$ cat config.mk
export PLATFORM = sky130hd
export DESIGN_NAME = touch_button_window_debounce
export DESIGN_NICKNAME = d
export VERILOG_FILES = /design/src/rtl/tbwd_pkg.sv /design/src/rtl/touch_button_window_debounce.sv /design/src/rtl/tbwd_cfg.sv /design/src/rtl/tbwd_hit.sv /design/src/rtl/tbwd_vote.sv
export VERILOG_INCLUDE_DIRS = /design/src /design/src/rtl
export SDC_FILE = /design/constraint.sdc
export NUM_CORES = 1
export LEC_CHECK = 0
export ABC_AREA = 1
export BUFFER_PORTS_ARGS = -buffer_cell sky130_fd_sc_hd__buf_2
export CAP_MARGIN = 20
export CELL_PAD_IN_SITES_DETAIL_PLACEMENT = 2
export CELL_PAD_IN_SITES_GLOBAL_PLACEMENT = 2
export CORE_MARGIN = 1
export CORE_UTILIZATION = 37
export DETAILED_ROUTE_END_ITERATION = 6
export GPL_TIMING_DRIVEN = 0
export PLACE_DENSITY_LB_ADDON = 0.1
export SYNTH_ARGS = -nofsm -noshare
export SYNTH_HDL_FRONTEND = slang
export SYNTH_HIERARCHICAL = 1
export SYNTH_SLANG_ARGS = --single-unit
$ cat constraint.sdc
create_clock -name clk -period 5.2 [get_ports clk]
set_input_delay 1.56 -clock clk [delete_from_list [all_inputs] [get_ports clk]]
set_output_delay 1.56 -clock clk [all_outputs]
set_load 0.03 [all_outputs]
$ cat src/rtl/touch_button_window_debounce_defines.svh
// assertion macros for the touch button debounce
`ifndef TOUCH_BUTTON_WINDOW_DEBOUNCE_DEFINES_SVH
`define TOUCH_BUTTON_WINDOW_DEBOUNCE_DEFINES_SVH

// same-cycle implication
`define TBWD_ASSERT(lbl, ante, cons) \
  lbl: assert property (@(posedge clk) disable iff (rst) (ante) |-> (cons)) \
    else $error("tbwd assertion failed");

// next-cycle implication
`define TBWD_ASSERT_NEXT(lbl, ante, cons) \
  lbl: assert property (@(posedge clk) disable iff (rst) (ante) |=> (cons)) \
    else $error("tbwd assertion failed");

`endif

$ cat src/rtl/tbwd_pkg.sv
package tbwd_pkg;

  localparam int WINDOW_LEN = 5;
  localparam int COUNT_W    = $clog2(WINDOW_LEN + 1);
  localparam int HOLD_W     = $clog2(WINDOW_LEN);
  localparam int THR_W      = 3;
  localparam int CMP_W      = (COUNT_W > THR_W) ? COUNT_W : THR_W;
  localparam int COORD_W    = 10;
  localparam int CFG_IDX_W  = 3;

  localparam logic [COORD_W-1:0] RECT_RIGHT_RST  = COORD_W'(65);
  localparam logic [COORD_W-1:0] RECT_BOTTOM_RST = COORD_W'(65);
  localparam logic [THR_W-1:0]   THRESHOLD_RST   = THR_W'(2);
  localparam logic [HOLD_W-1:0]  HOLD_LOAD       = HOLD_W'(WINDOW_LEN - 1);

  typedef enum logic [CFG_IDX_W-1:0] {
    REG_RECT_LEFT       = 3'd0,
    REG_RECT_RIGHT      = 3'd1,
    REG_RECT_TOP        = 3'd2,
    REG_RECT_BOTTOM     = 3'd3,
    REG_PRESS_THRESHOLD = 3'd4
  } cfg_reg_t;

  typedef enum logic [1:0] {
    MODE_INITIAL = 2'd0,
    MODE_STOPPED = 2'd1,
    MODE_RESUMED = 2'd2
  } mode_t;

  typedef struct packed {
    logic [COORD_W-1:0] left;
    logic [COORD_W-1:0] right;
    logic [COORD_W-1:0] top;
    logic [COORD_W-1:0] bottom;
    logic [THR_W-1:0]   threshold;
  } cfg_t;

  typedef struct packed {
    logic step;
    logic hit;
  } vote_ctl_t;

  typedef struct packed {
    logic [1:0] mode;
    logic       fired;
  } vote_res_t;

endpackage

$ cat src/rtl/touch_button_window_debounce.sv
// touch button debounce with a sliding-window majority vote
// input channel: in_valid / in_stall carry one touch sample (touch_x, touch_y)
//   per transfer; a transfer happens on a clock edge with in_valid high and
//   in_stall low
// output channel: out_valid / out_stall carry one result per sample:
//   play_state after the sample, press_fired and hit_now
// configuration: cfg_valid / cfg_ready write the rectangle edges and the
//   press threshold by cfg_index; cfg_ready is always high; the user must
//   make writes only while no sample is in flight; the block does not enforce it
// path: a sample is held in the sample register and then its result in
//   the result register
// throughput: one sample per cycle while out_stall is low, set by the
//   combinational vote over the window register and the hold-off counter
// a stalled result holds; the sample register keeps taking a new sample as
//   long as it is empty or the result register is empty or is being drained,
//   otherwise in_stall rises
// reset: synchronous, clears the hit window, hold-off counter and play state,
//   restores the default rectangle and threshold and empties both registers
module touch_button_window_debounce
  import tbwd_pkg::*;
(
  input  logic                 clk,
  input  logic                 rst,
  input  logic                 in_valid,
  output logic                 in_stall,
  input  logic [COORD_W-1:0]   touch_x,
  input  logic [COORD_W-1:0]   touch_y,
  output logic                 out_valid,
  input  logic                 out_stall,
  output logic [1:0]           play_state,
  output logic                 press_fired,
  output logic                 hit_now,
  input  logic                 cfg_valid,
  output logic                 cfg_ready,
  input  logic [CFG_IDX_W-1:0] cfg_index,
  input  logic [COORD_W-1:0]   cfg_data
);

  cfg_t      cfg;
  vote_ctl_t ctl;
  vote_res_t res;
  logic      s1_valid;
  logic      hit;
  logic      out_free;
  logic      in_take;

  assign out_free = !out_valid || !out_stall;
  assign in_stall = s1_valid && !out_free;
  assign in_take  = in_valid && !in_stall;
  assign ctl.step = s1_valid && out_free;
  assign ctl.hit  = hit;

  tbwd_cfg u_cfg (
    .clk       (clk),
    .rst       (rst),
    .cfg_valid (cfg_valid),
    .cfg_ready (cfg_ready),
    .cfg_index (cfg_index),
    .cfg_data  (cfg_data),
    .cfg       (cfg)
  );

  tbwd_hit u_hit (
    .clk     (clk),
    .load    (in_take),
    .touch_x (touch_x),
    .touch_y (touch_y),
    .cfg     (cfg),
    .hit     (hit)
  );

  tbwd_vote u_vote (
    .clk       (clk),
    .rst       (rst),
    .ctl       (ctl),
    .threshold (cfg.threshold),
    .res       (res)
  );

  always_ff @(posedge clk) begin
    if (rst) begin
      s1_valid  <= 1'b0;
      out_valid <= 1'b0;
    end else begin
      if (in_take) begin
        s1_valid <= 1'b1;
      end else if (ctl.step) begin
        s1_valid <= 1'b0;
      end
      if (ctl.step) begin
        out_valid <= 1'b1;
      end else if (!out_stall) begin
        out_valid <= 1'b0;
      end
    end
  end

  // result register
  always_ff @(posedge clk) begin
    if (ctl.step) begin
      play_state  <= res.mode;
      press_fired <= res.fired;
      hit_now     <= hit;
    end
  end

endmodule

$ cat src/rtl/tbwd_cfg.sv
module tbwd_cfg
  import tbwd_pkg::*;
(
  input  logic                 clk,
  input  logic                 rst,
  input  logic                 cfg_valid,
  output logic                 cfg_ready,
  input  logic [CFG_IDX_W-1:0] cfg_index,
  input  logic [COORD_W-1:0]   cfg_data,
  output cfg_t                 cfg
);

  assign cfg_ready = 1'b1;

  always_ff @(posedge clk) begin
    if (rst) begin
      cfg.left      <= '0;
      cfg.right     <= RECT_RIGHT_RST;
      cfg.top       <= '0;
      cfg.bottom    <= RECT_BOTTOM_RST;
      cfg.threshold <= THRESHOLD_RST;
    end else if (cfg_valid && cfg_ready) begin
      unique case (cfg_index)
        REG_RECT_LEFT:       cfg.left      <= cfg_data;
        REG_RECT_RIGHT:      cfg.right     <= cfg_data;
        REG_RECT_TOP:        cfg.top       <= cfg_data;
        REG_RECT_BOTTOM:     cfg.bottom    <= cfg_data;
        REG_PRESS_THRESHOLD: cfg.threshold <= cfg_data[THR_W-1:0];
        default: ;
      endcase
    end
  end

endmodule

$ cat src/rtl/tbwd_hit.sv
module tbwd_hit
  import tbwd_pkg::*;
(
  input  logic               clk,
  input  logic               load,
  input  logic [COORD_W-1:0] touch_x,
  input  logic [COORD_W-1:0] touch_y,
  input  cfg_t               cfg,
  output logic               hit
);

  logic [COORD_W-1:0] x;
  logic [COORD_W-1:0] y;

  // sample register
  always_ff @(posedge clk) begin
    if (load) begin
      x <= touch_x;
      y <= touch_y;
    end
  end

  assign hit = (x > cfg.left) && (x < cfg.right) && (y > cfg.top) && (y < cfg.bottom);

endmodule

$ cat src/rtl/tbwd_vote.sv
`include "touch_button_window_debounce_defines.svh"

module tbwd_vote
  import tbwd_pkg::*;
(
  input  logic             clk,
  input  logic             rst,
  input  vote_ctl_t        ctl,
  input  logic [THR_W-1:0] threshold,
  output vote_res_t        res
);

  logic [WINDOW_LEN-1:0] window;
  logic [WINDOW_LEN-1:0] window_next;
  logic [HOLD_W-1:0]     holdoff;
  logic [HOLD_W-1:0]     holdoff_next;
  mode_t                 mode;
  mode_t                 mode_next;
  logic [COUNT_W-1:0]    count;
  logic                  fire;

  // oldest sample drops out as the new one enters
  assign window_next = {window[WINDOW_LEN-2:0], ctl.hit};

  always_comb begin
    count = '0;
    for (int k = 0; k < WINDOW_LEN; k++) begin
      count = count + COUNT_W'(window_next[k]);
    end
  end

  assign fire = (CMP_W'(count) >= CMP_W'(threshold)) && (holdoff == '0);

  always_comb begin
    mode_next = mode;
    if (fire) begin
      unique case (mode)
        MODE_INITIAL: mode_next = MODE_STOPPED;
        MODE_STOPPED: mode_next = MODE_RESUMED;
        MODE_RESUMED: mode_next = MODE_STOPPED;
        default:      mode_next = mode;
      endcase
    end
  end

  always_comb begin
    priority if (fire) begin
      holdoff_next = HOLD_LOAD;
    end else if (holdoff != '0) begin
      holdoff_next = holdoff - HOLD_W'(1);
    end else begin
      holdoff_next = holdoff;
    end
  end

  always_ff @(posedge clk) begin
    if (rst) begin
      window  <= '0;
      holdoff <= '0;
      mode    <= MODE_INITIAL;
    end else if (ctl.step) begin
      window  <= window_next;
      holdoff <= holdoff_next;
      mode    <= mode_next;
    end
  end

  assign res.mode  = mode_next;
  assign res.fired = fire;

  `TBWD_ASSERT_NEXT(a_fire_loads_holdoff, ctl.step && fire, holdoff == HOLD_LOAD)
  `TBWD_ASSERT(a_holdoff_blocks_fire, holdoff != '0, !fire)
  `TBWD_ASSERT(a_mode_reachable, 1'b1, (mode == MODE_INITIAL) || (mode == MODE_STOPPED) || (mode == MODE_RESUMED))
  `TBWD_ASSERT_NEXT(a_idle_keeps_state, !ctl.step, $stable(window) && $stable(holdoff))

endmodule

# After elaboration in Yosys (flattened, before gate mapping)
# Cells that the tools add are included.
totals:
  reg_bits: 78
  inputBits: 38
  out_inout_bits: 7
  wordCells: 65
classes:
  addsub: 5
  order_cmp: 5
  eq_ne: 7
  mux: 8
  reduce_logical: 25
op_table:
  columns: ["operator", "count"]
  rows:
  - ["10-bit > comparator", 2]
  - ["10-bit less-than comparator", 2]
  - ["2-bit AND reduction", 6]
  - ["1-bit logical AND", 7]
  - ["3-bit by 1-bit adder with 3-bit output", 2]
  - ["3-bit by 2-bit equality test with 1-bit output (second input constant)", 2]
  - ["3-bit zero test", 2]
  - ["3-bit two-way mux", 2]
  - ["1-bit zero test", 4]
  - ["1-bit two-way mux", 4]
  - ["2-bit one-hot mux with 2 select lines", 1]
  - ["2-bit nonzero test", 2]
  - ["2-bit by 1-bit adder with 3-bit output", 1]
  - ["3-bit by 1-bit equality test with 1-bit output (second input constant)", 1]
  - ["3-bit equality test (second input constant)", 1]
  - ["3-bit greater-or-equal comparator", 1]
  - ["3-bit nonzero test", 1]
  - ["3-bit by 1-bit subtractor with 3-bit output (second input constant)", 1]
  - ["1-bit by 1-bit adder with 2-bit output", 1]
  - ["2-bit by 1-bit equality test with 1-bit output (second input constant)", 1]
  - ["2-bit equality test (second input constant)", 1]
  - ["2-bit zero test", 1]
  - ["2-bit two-way mux", 1]
  - ["2-bit by 1-bit != test with 1-bit output (second input constant)", 1]
  - ["2 further kinds", 2]

# Longest topological paths before layout
# Gate-level depths: netlist (run 1).
logic_depth:
  word_depth: 12
  depth_mapped: 25
  mapped_depth_nobuf: 25

# Cells and area by module
# Netlist (run 1), hierarchy kept.
modules_own_cells:
  columns: ["module", "n_inst", "cells_per_inst", "area_per_inst_um2", "seq_area_each_um2"]
  rows:
  - ["tbwd_cfg", 1, 254, 1746.7, 860.8]
  - ["tbwd_hit", 1, 210, 1719.1, 600.6]
  - ["tbwd_vote", 1, 81, 580.6, 180.2]
  - ["touch_button_window_debounce", 1, 16, 211.5, 160.2]

# Worst setup path before layout (run 1)
# No wires, ideal clock.
synth_path:
  path_kind: "register to register"
  startpoint: "reg u_hit.y[5]"
  endpoint: "reg press_fired (data pin)"
  setup_ps: 251
  arrival_time_ps: 3245
  t_required_ps: 4949
  path_slack_ps: 1704
  path_stages_with_launch: 22
  path_buffers: 1
  synth_period_minus_slack_ps: 3496
  path_cell_list: "edfxtp_1 ha_1 nand2_1 inv_1 a21oi_1 nand2_1 nand2_1 nand2_1 nor3_2 inv_1 fa_1 inv_1 fa_1 ha_1 ha_1 nand2_1 inv_1 nand2_1 nand2_2 nand2_1 inv_1 buf_4"
synth_lines:
  columns: ["item", "line_no", "rtl"]
  rows:
  - ["start, declared", "tbwd_hit.sv:13", "logic [COORD_W-1:0] y;"]
  - ["start signal, assigned", "tbwd_hit.sv:19", "y <= touch_y;"]
  - ["end signal, assigned", "touch_button_window_debounce.sv:102", "press_fired <= res.fired;"]
  - ["end, declared", "touch_button_window_debounce.sv:31", "output logic press_fired,"]

==> run summary, run 1 <==
status: finished clean
chip width: 109 um
RSZ-0062 raised after global routing: no
Critical path buffers and inverters: 5
area grow syn2layout: 15.3%
design area: 4910 um2
number of setup violations in the final report: 0
Pre-Repair DR Iteration Count: 4
Total Die Area: 11,900 um2
IO Count: 45
antenna viol nets, final: 0
first-pass GRT wire length: 20,200 um
fraction of layout cells with a size suffix above 1: 14.2%
period utilization: 80.9%
vias in the first global route: 4,269
Worst Path Required: 5.29 ns
Iteration-0 DRC Markers: 74
Avg Cell Area, Syn: 7.59 um2
Max VDD drop: 0.175 mV
GRT Residual Overflow: 0
crit path capture: play_state[1]
Fmax: 238 MHz
R2R setup slack: 1.0 ns
flops & latches, synth: 78
ys async rst share: 0%
antenna cell count: 0
Slew Limit Headroom: 31.8%
crit-path cells: ha_1, nand2_1, inv_1, a21oi_1, nand2_1, nand2_1, nand2_1, nor3_2, inv_1, fa_1, inv_1, fa_1, ha_1, ha_1, nand2_1, inv_1, nand2_1, nand2_2, nand2_1, inv_1, nand2_1, o21ai_1
EDFF count, synth: 24
Synth warnings: 6
post-DP HPWL: 9780 um
skew final: 0.00493 ns
dominant cell type by area after synthesis: dfxtp_1
CTS root buffer: clkbuf_16
routed len/inst: 16.2 um
Leak Pwr: 0.00233 uW
DRT Wirelength: 12,300 um
post-CTS resize count: 0
total CTS buffers: 9
worst hold path type: flop to flop
Worst Path Arrival: 4.29 ns
RR Startpoint: u_hit/y[5]
PortBufs: 43
M1 WL: 5080 um
H-tree depth: 3
PD cells: 296 nW/um2
overall routing resource usage: 22.9%
row cnt: 38
core region area: 11,000 um2
most frequent cell after synthesis: nand2_1
Cell Area, Synth: 4260 um2
CTS tree: yes
critical path type: flop to flop
Initial Util: 38.6%
# nets final: 699
Placed Area: 4650 um2
DR vias/cell: 4.90
CP startpoint: u_hit/y[5]
Via Count: 3,722
total number of cells along the worst setup path: 22
pin count of the biggest net entering global routing: 21
Clock Path Buffers: 2
Fin. Hold Viols: 0
top layer in use: met4
Setup TNS: 0 ns
Clock Pin Slew Worst Setup and Hold Paths: 0.06 ns
CP endpoint kind: flop
sequential fraction of the synthesis area: 42.3%
slowest CP cell: fa_1
synth cell count leaders: 130 x nand2_1, 92 x inv_1, 91 x nor2_1
kind of cell adding the most delay to the critical path: adder cells
Setup Fix Bufs, Post-CTS: 0
fin crit period: 4.20 ns
post-synthesis cell count: 561
# DRC: 0
clock tree sinks: 78
Die Y: 109 um
Synth area leaders: dfxtp_1 25%, edfxtp_1 17%, ha_1 13%, nand2_1 11%, inv_1 8.1%
final-report max-slew violation count: 0
reg2reg end: play_state[1]
Worst Max-Slew Pin Slew: 1.02 ns
CTS Hold Bufs: 0
Post-synth top flop: dfxtp_1
synth unique cells: 29
max-cap violation count: 0
Clk Latency, worst-skew pair: 0.34 ns
initial antenna violation count: 0
CP max FO: 4
share of the synthesized area in the top cell type: 25.4%
max incr delay on CP: 0.55 ns
Post-Syn Nets: 645
cell mode on critical path: nand2_1
WL met3: 366 um
WL met2: 6710 um
Worst R2R Path Depth: 22
Worst setup SP type: flop
GP Congestion: 0.757
cell families (layout without fill, tap and decap cells):
family | after synthesis | after routing | synth area share, %
buffers and inverters | 108 | 167 | 10.1
AO/OA/AOI/OAI | 29 | 29 | 3.70
flip-flops | 78 | 78 | 42.3
XOR/XNOR | 1 | 1 | 0.206
adder cells (fa/ha/maj) | 46 | 46 | 13.9
other | 1 | 1 | 0.0881
AND/OR/NAND/NOR | 298 | 298 | 29.7
registers in the layout, indices dropped and copies added (netlist names):
| signal | count |
|---|---|
| hit_now | 1 |
| u_vote/holdoff | 3 |
| u_hit/x | 10 |
| u_cfg/cfg | 43 |
| u_vote/mode | 2 |
| play_state | 2 |
| u_hit/y | 10 |
| u_vote/window | 4 |
| out_valid | 1 |
| s1_valid | 1 |
| press_fired | 1 |
through the flow:
stage	instances	setup WS [ns]	utilization, %	total power [uW]	hold slack (ns)
3_5_place_dp	744	0.993	42.1	906	0.473
6_report	760	0.995	44.5	1450	0.477
3_3_place_gp	744	1.11	42.1	884	0.458
5_1_grt	760	0.645	44.5	1530	0.510
2_1_floorplan	561	1.70	-	825	0.429
4_1_cts	760	0.914	44.5	1480	0.480
power by group:
part / switching (uW) / internal [uW] / leakage [uW]
combinational: 138 / 76.1 / 0.00152
sequential: 17.6 / 658 / 0.000674
clock: 244 / 320 / 0.000129
total: 399 / 1050 / 0.00233
final cells by class:
cell class                 instances  area, um2
sequential                        78       1800
timing repair buffer              43        215
inverter                          96        360
buffer                            12       70.1
multi-input combinational        375       2030
clock inverter                     5       27.5
clock buffer                      11        233
fill                            1334       6120
tap                              140        175
worst min-delay path by stage:
stage | from | endpoint | slack [ns] | depth (start not counted)
after CTS | u_vote/holdoff[1] | u_vote/holdoff[1] | 0.48 | 2
after floorplan | u_cfg/cfg[9] | u_cfg/cfg[9] | 0.43 | 2
after global placement | u_vote/holdoff[0] | u_vote/holdoff[0] | 0.46 | 3
after detailed placement | u_vote/holdoff[1] | u_vote/holdoff[1] | 0.47 | 2
after global routing | u_cfg/cfg[32] | u_cfg/cfg[32] | 0.51 | 2
final | u_vote/holdoff[1] | u_vote/holdoff[1] | 0.48 | 2
placed cells by master (no fill, tap or decap), types with 2 or more instances in the layout:
cell and count:
fa_1 2, nor2_2 9, clkbuf_16 9, nand3b_1 3
nand2_1 130, nand3_1 54, inv_1 92, buf_2 45
inv_2 2, clkinv_1 2, nor2_1 91, nor2_4 2
dfxtp_1 54, edfxtp_1 24, a21oi_1 19, a21o_1 2
o21ai_0 5, clkinv_2 4, ha_1 44, nand2_2 6
clkbuf_1 5, buf_4 6
per-layer routing:
metal  global-route usage (%)  up-vias
li1                         -     1850
met1                     25.1     1815
met2                     44.4       45
met3                     4.00       12
met4                     6.29        0
met5                        0        -
worst min-delay path: stages, from the launching register on:
cell,delay (ns)
dfxtp_1,0.31
nand3_1,0.07
a21oi_1,0.05
Power figures use the tool's default switching activity.
==> run 2, diff against run 1 <==
--- a/config.mk
+++ b/config.mk
@@ -6,13 +6,13 @@
 export SDC_FILE = /design/constraint.sdc
 export NUM_CORES = 1
 export LEC_CHECK = 0
-export ABC_AREA = 1
+export ABC_AREA = 0
 export BUFFER_PORTS_ARGS = -buffer_cell sky130_fd_sc_hd__buf_2
 export CAP_MARGIN = 20
 export CELL_PAD_IN_SITES_DETAIL_PLACEMENT = 2
 export CELL_PAD_IN_SITES_GLOBAL_PLACEMENT = 2
 export CORE_MARGIN = 1
-export CORE_UTILIZATION = 37
+export CORE_UTILIZATION = 35
 export DETAILED_ROUTE_END_ITERATION = 6
 export GPL_TIMING_DRIVEN = 0
 export PLACE_DENSITY_LB_ADDON = 0.1
==> constraint.sdc (replaced) <==
create_clock -name clk -period 3.6 [get_ports clk]
set_input_delay 1.08 -clock clk [delete_from_list [all_inputs] [get_ports clk]]
set_output_delay 1.08 -clock clk [all_outputs]
set_load 0.03 [all_outputs]
==> run summary, run 2 <==
dominant cell type by area after synthesis: dfxtp_1
antenna cell count: 0 (unchanged)
Synth warnings: 6 (unchanged)
period utilization: 114% (+33 points)
skew final: 0.00467 ns (-0.000256 ns)
ys async rst share: 0% (unchanged)
RSZ-0062 raised after global routing: yes
number of setup violations in the final report: 8 (+8)
PortBufs: 43 (unchanged)
routed len/inst: 18.1 um (+12%)
sequential fraction of the synthesis area: 43.9% (+1.5 points)
Slew Limit Headroom: 43.1% (+11 points)
Worst Path Arrival: 4.18 ns (-0.11 ns)
Worst Path Required: 3.70 ns (-1.59 ns)
CP startpoint: u_hit/x[5]
IO Count: 45 (unchanged)
Initial Util: 36.0% (-2.6 points)
Post-Syn Nets: 469 (-27%)
Synth area leaders: dfxtp_1 26%, edfxtp_1 18%, ha_1 13%, mux2i_1 12%, nand2b_1 8.5%
Via Count: 2,948 (-21%)
Die Y: 110 um (+0.97%)
most frequent cell after synthesis: nand2b_1
vias in the first global route: 3,198 (-25%)
overall power: 2120 uW (+46%)
Avg Cell Area, Syn: 10.7 um2 (+41%)
GRT Residual Overflow: 0 (unchanged)
overall routing resource usage: 19.7% (-3.1 points)
DR vias/cell: 4.91 (+0.33%)
final-report max-slew violation count: 0 (unchanged)
reg2reg end: play_state[0]
Clk Latency, worst-skew pair: 0.34 ns (about the same)
GP Congestion: 0.766 (+1.2%)
antenna viol nets, final: 0 (unchanged)
max reg flops: 43 (unchanged)
Total Die Area: 12,200 um2 (+1.9%)
post-DP HPWL: 8000 um (-18%)
RR Startpoint: u_hit/x[5]
Clock Pin Slew Worst Setup and Hold Paths: 0.06 ns (about the same)
synth cell count leaders: 56 x nand2b_1, 54 x dfxtp_1, 52 x inv_1
Worst setup SP type: flop
commonest non-fill, non-tap cell in the layout: nand2b_1
synth unique cells: 46 (+59%)
crit path capture: play_state[0]
total CTS buffers: 9 (unchanged)
CTS tree: yes
post-synthesis cell count: 385 (-31%)
fin worst setup slack: -0.487 ns (-1.48 ns)
Setup TNS: -3.25 ns (-3.25 ns)
DRT Wirelength: 10,900 um (-12%)
final cell count without fillers: 600 (-21%)
biggest regs: u_cfg/cfg x43, u_hit/x x10, u_hit/y x10
CTS Hold Bufs: 0 (unchanged)
most frequent cells in the layout: 55 x nand2b_1, 53 x dfxtp_1, 50 x inv_1, 49 x mux2i_1, 46 x buf_2
R2R setup slack: -0.49 ns (-1.48 ns)
initial antenna violation count: 0 (unchanged)
clock tree sinks: 78 (unchanged)
core region area: 11,400 um2 (+3.5%)
CP max FO: 3 (-1)
first-pass GRT wire length: 17,100 um (-16%)
Post-synth top flop: dfxtp_1
chip width: 110 um (+0.97%)
max-cap violation count: 0 (unchanged)
# nets final: 536 (-23%)
pin count of the biggest net entering global routing: 16 (-24%)
share of the synthesized area in the top cell type: 26.3% (+0.93 points)
fin crit period: 4.09 ns (-0.118 ns)
Worst Max-Slew Pin Slew: 0.845 ns (-0.177 ns)
Max VDD drop: 0.281 mV (+61%)
flops & latches, synth: 78 (unchanged)
CTS root buffer: clkbuf_16
Cell Area, Synth: 4110 um2 (-3.5%)
fraction of layout cells with a size suffix above 1: 25.2% (+11 points)
Pre-Repair DR Iteration Count: 4 (unchanged)
Fin. Hold Viols: 0 (unchanged)
H-tree depth: 3 (unchanged)
Worst R2R Path Depth: 16 (-27%)
PD cells: 412 nW/um2 (+39%)
Reg with most FFs: u_cfg/cfg
Inst Count DP: 572 (-23%)
status: complete, but fails checks
area grow syn2layout: 25.4%
EDFF count, synth: 24 (unchanged)
failing checks: setup timing
Clock Path Buffers: 2 (unchanged)
Fmax: 245 MHz (+2.9%)
CP endpoint kind: flop
worst hold path type: flop to flop
critical path type: flop to flop
Iteration-0 DRC Markers: 84 (+14%)
Layout Utilization: 45.1% (+0.60 points)
Leak Pwr: 0.00219 uW (-5.9%)
row cnt: 39 (+2.6%)
# DRC: 0 (unchanged)
==> run 2: power by group <==
group / switching, uW / internal [uW]
clock: 383 / 554
combinational: 123 / 108
sequential: 17.7 / 936
==> run 2: cell type report <==
class	count	area, um2
Clock buffer	11	275
Buffer	13	63.8
Fill cell	1199	6270
Sequential cell	78	1800
Clock inverter	5	37.5
Multi-Input combinational cell	241	2260
Tap cell	143	179
Inverter	52	195
Timing Repair Buffer	57	335
==> run 2: repair_timing <==
| action | CTS | global route |
|---|---|---|
| resized for setup | 16 | 10 |
| setup endpoints to repair | 8 | 8 |
| setup buffers | 8 | 5 |
| pin swaps | 14 | 8 |
==> run 2: through the flow <==
step | area (um2) | hold WS [ns] | worst slack (ns)
detailed placement | 4590 | 0.472 | -0.775
global route | 5150 | 0.497 | -0.591
global placement | 4580 | 0.460 | -0.722
finish | 5150 | 0.478 | -0.487
floorplan | 4180 | 0.449 | -0.253
CTS | 5040 | 0.486 | -0.553
==> run 2: critical path: stages (launching register included) <==
cell and delay (ns):
edfxtp_1 0.41, buf_4 0.17, ha_4 0.21, and4_1 0.17, a221o_1 0.34, a221o_1 0.34, and4_4 0.22, inv_2 0.05
fa_1 0.39, inv_1 0.08, fa_2 0.43, inv_2 0.07, ha_4 0.18, nand2b_4 0.14, a31oi_4 0.26, nor2_4 0.07
mux2_4 0.30
==> run 2: logic make-up (layout without fill, tap and decap cells) <==
| logic type | count (synthesis) | count (layout) | synth area share [%] |
|---|---|---|---|
| compound gates | 41 | 41 | 7.28 |
| fa+ha+maj | 46 | 46 | 14.4 |
| other cells | 1 | 1 | 0.0913 |
| simple gates | 102 | 102 | 15.4 |
| buf+inv | 66 | 138 | 6.49 |
| flops | 78 | 78 | 43.9 |
| mux | 51 | 51 | 12.5 |
==> run 2: worst min path at each step <==
stage	slack, ns	end	depth (start not counted)	startpoint
floorplan	0.45	u_cfg/cfg[19]	2	u_cfg/cfg[19]
global placement	0.46	u_cfg/cfg[30]	2	u_cfg/cfg[30]
detailed placement	0.47	u_cfg/cfg[19]	2	u_cfg/cfg[19]
CTS	0.49	u_cfg/cfg[21]	2	u_cfg/cfg[21]
global route	0.50	u_cfg/cfg[27]	2	u_cfg/cfg[27]
finish	0.48	u_cfg/cfg[42]	2	u_cfg/cfg[42]
==> run 2: per-layer routing <==
metal / wire (um) / global-route usage (%) / vias to the layer above
met1: 4660 / 21.9 / 1443
met5: 0 / 0 / -
li1: - / - / 1457
met3: 329 / 5.23 / 14
met4: 136 / 5.83 / 0
met2: 5730 / 36.5 / 34
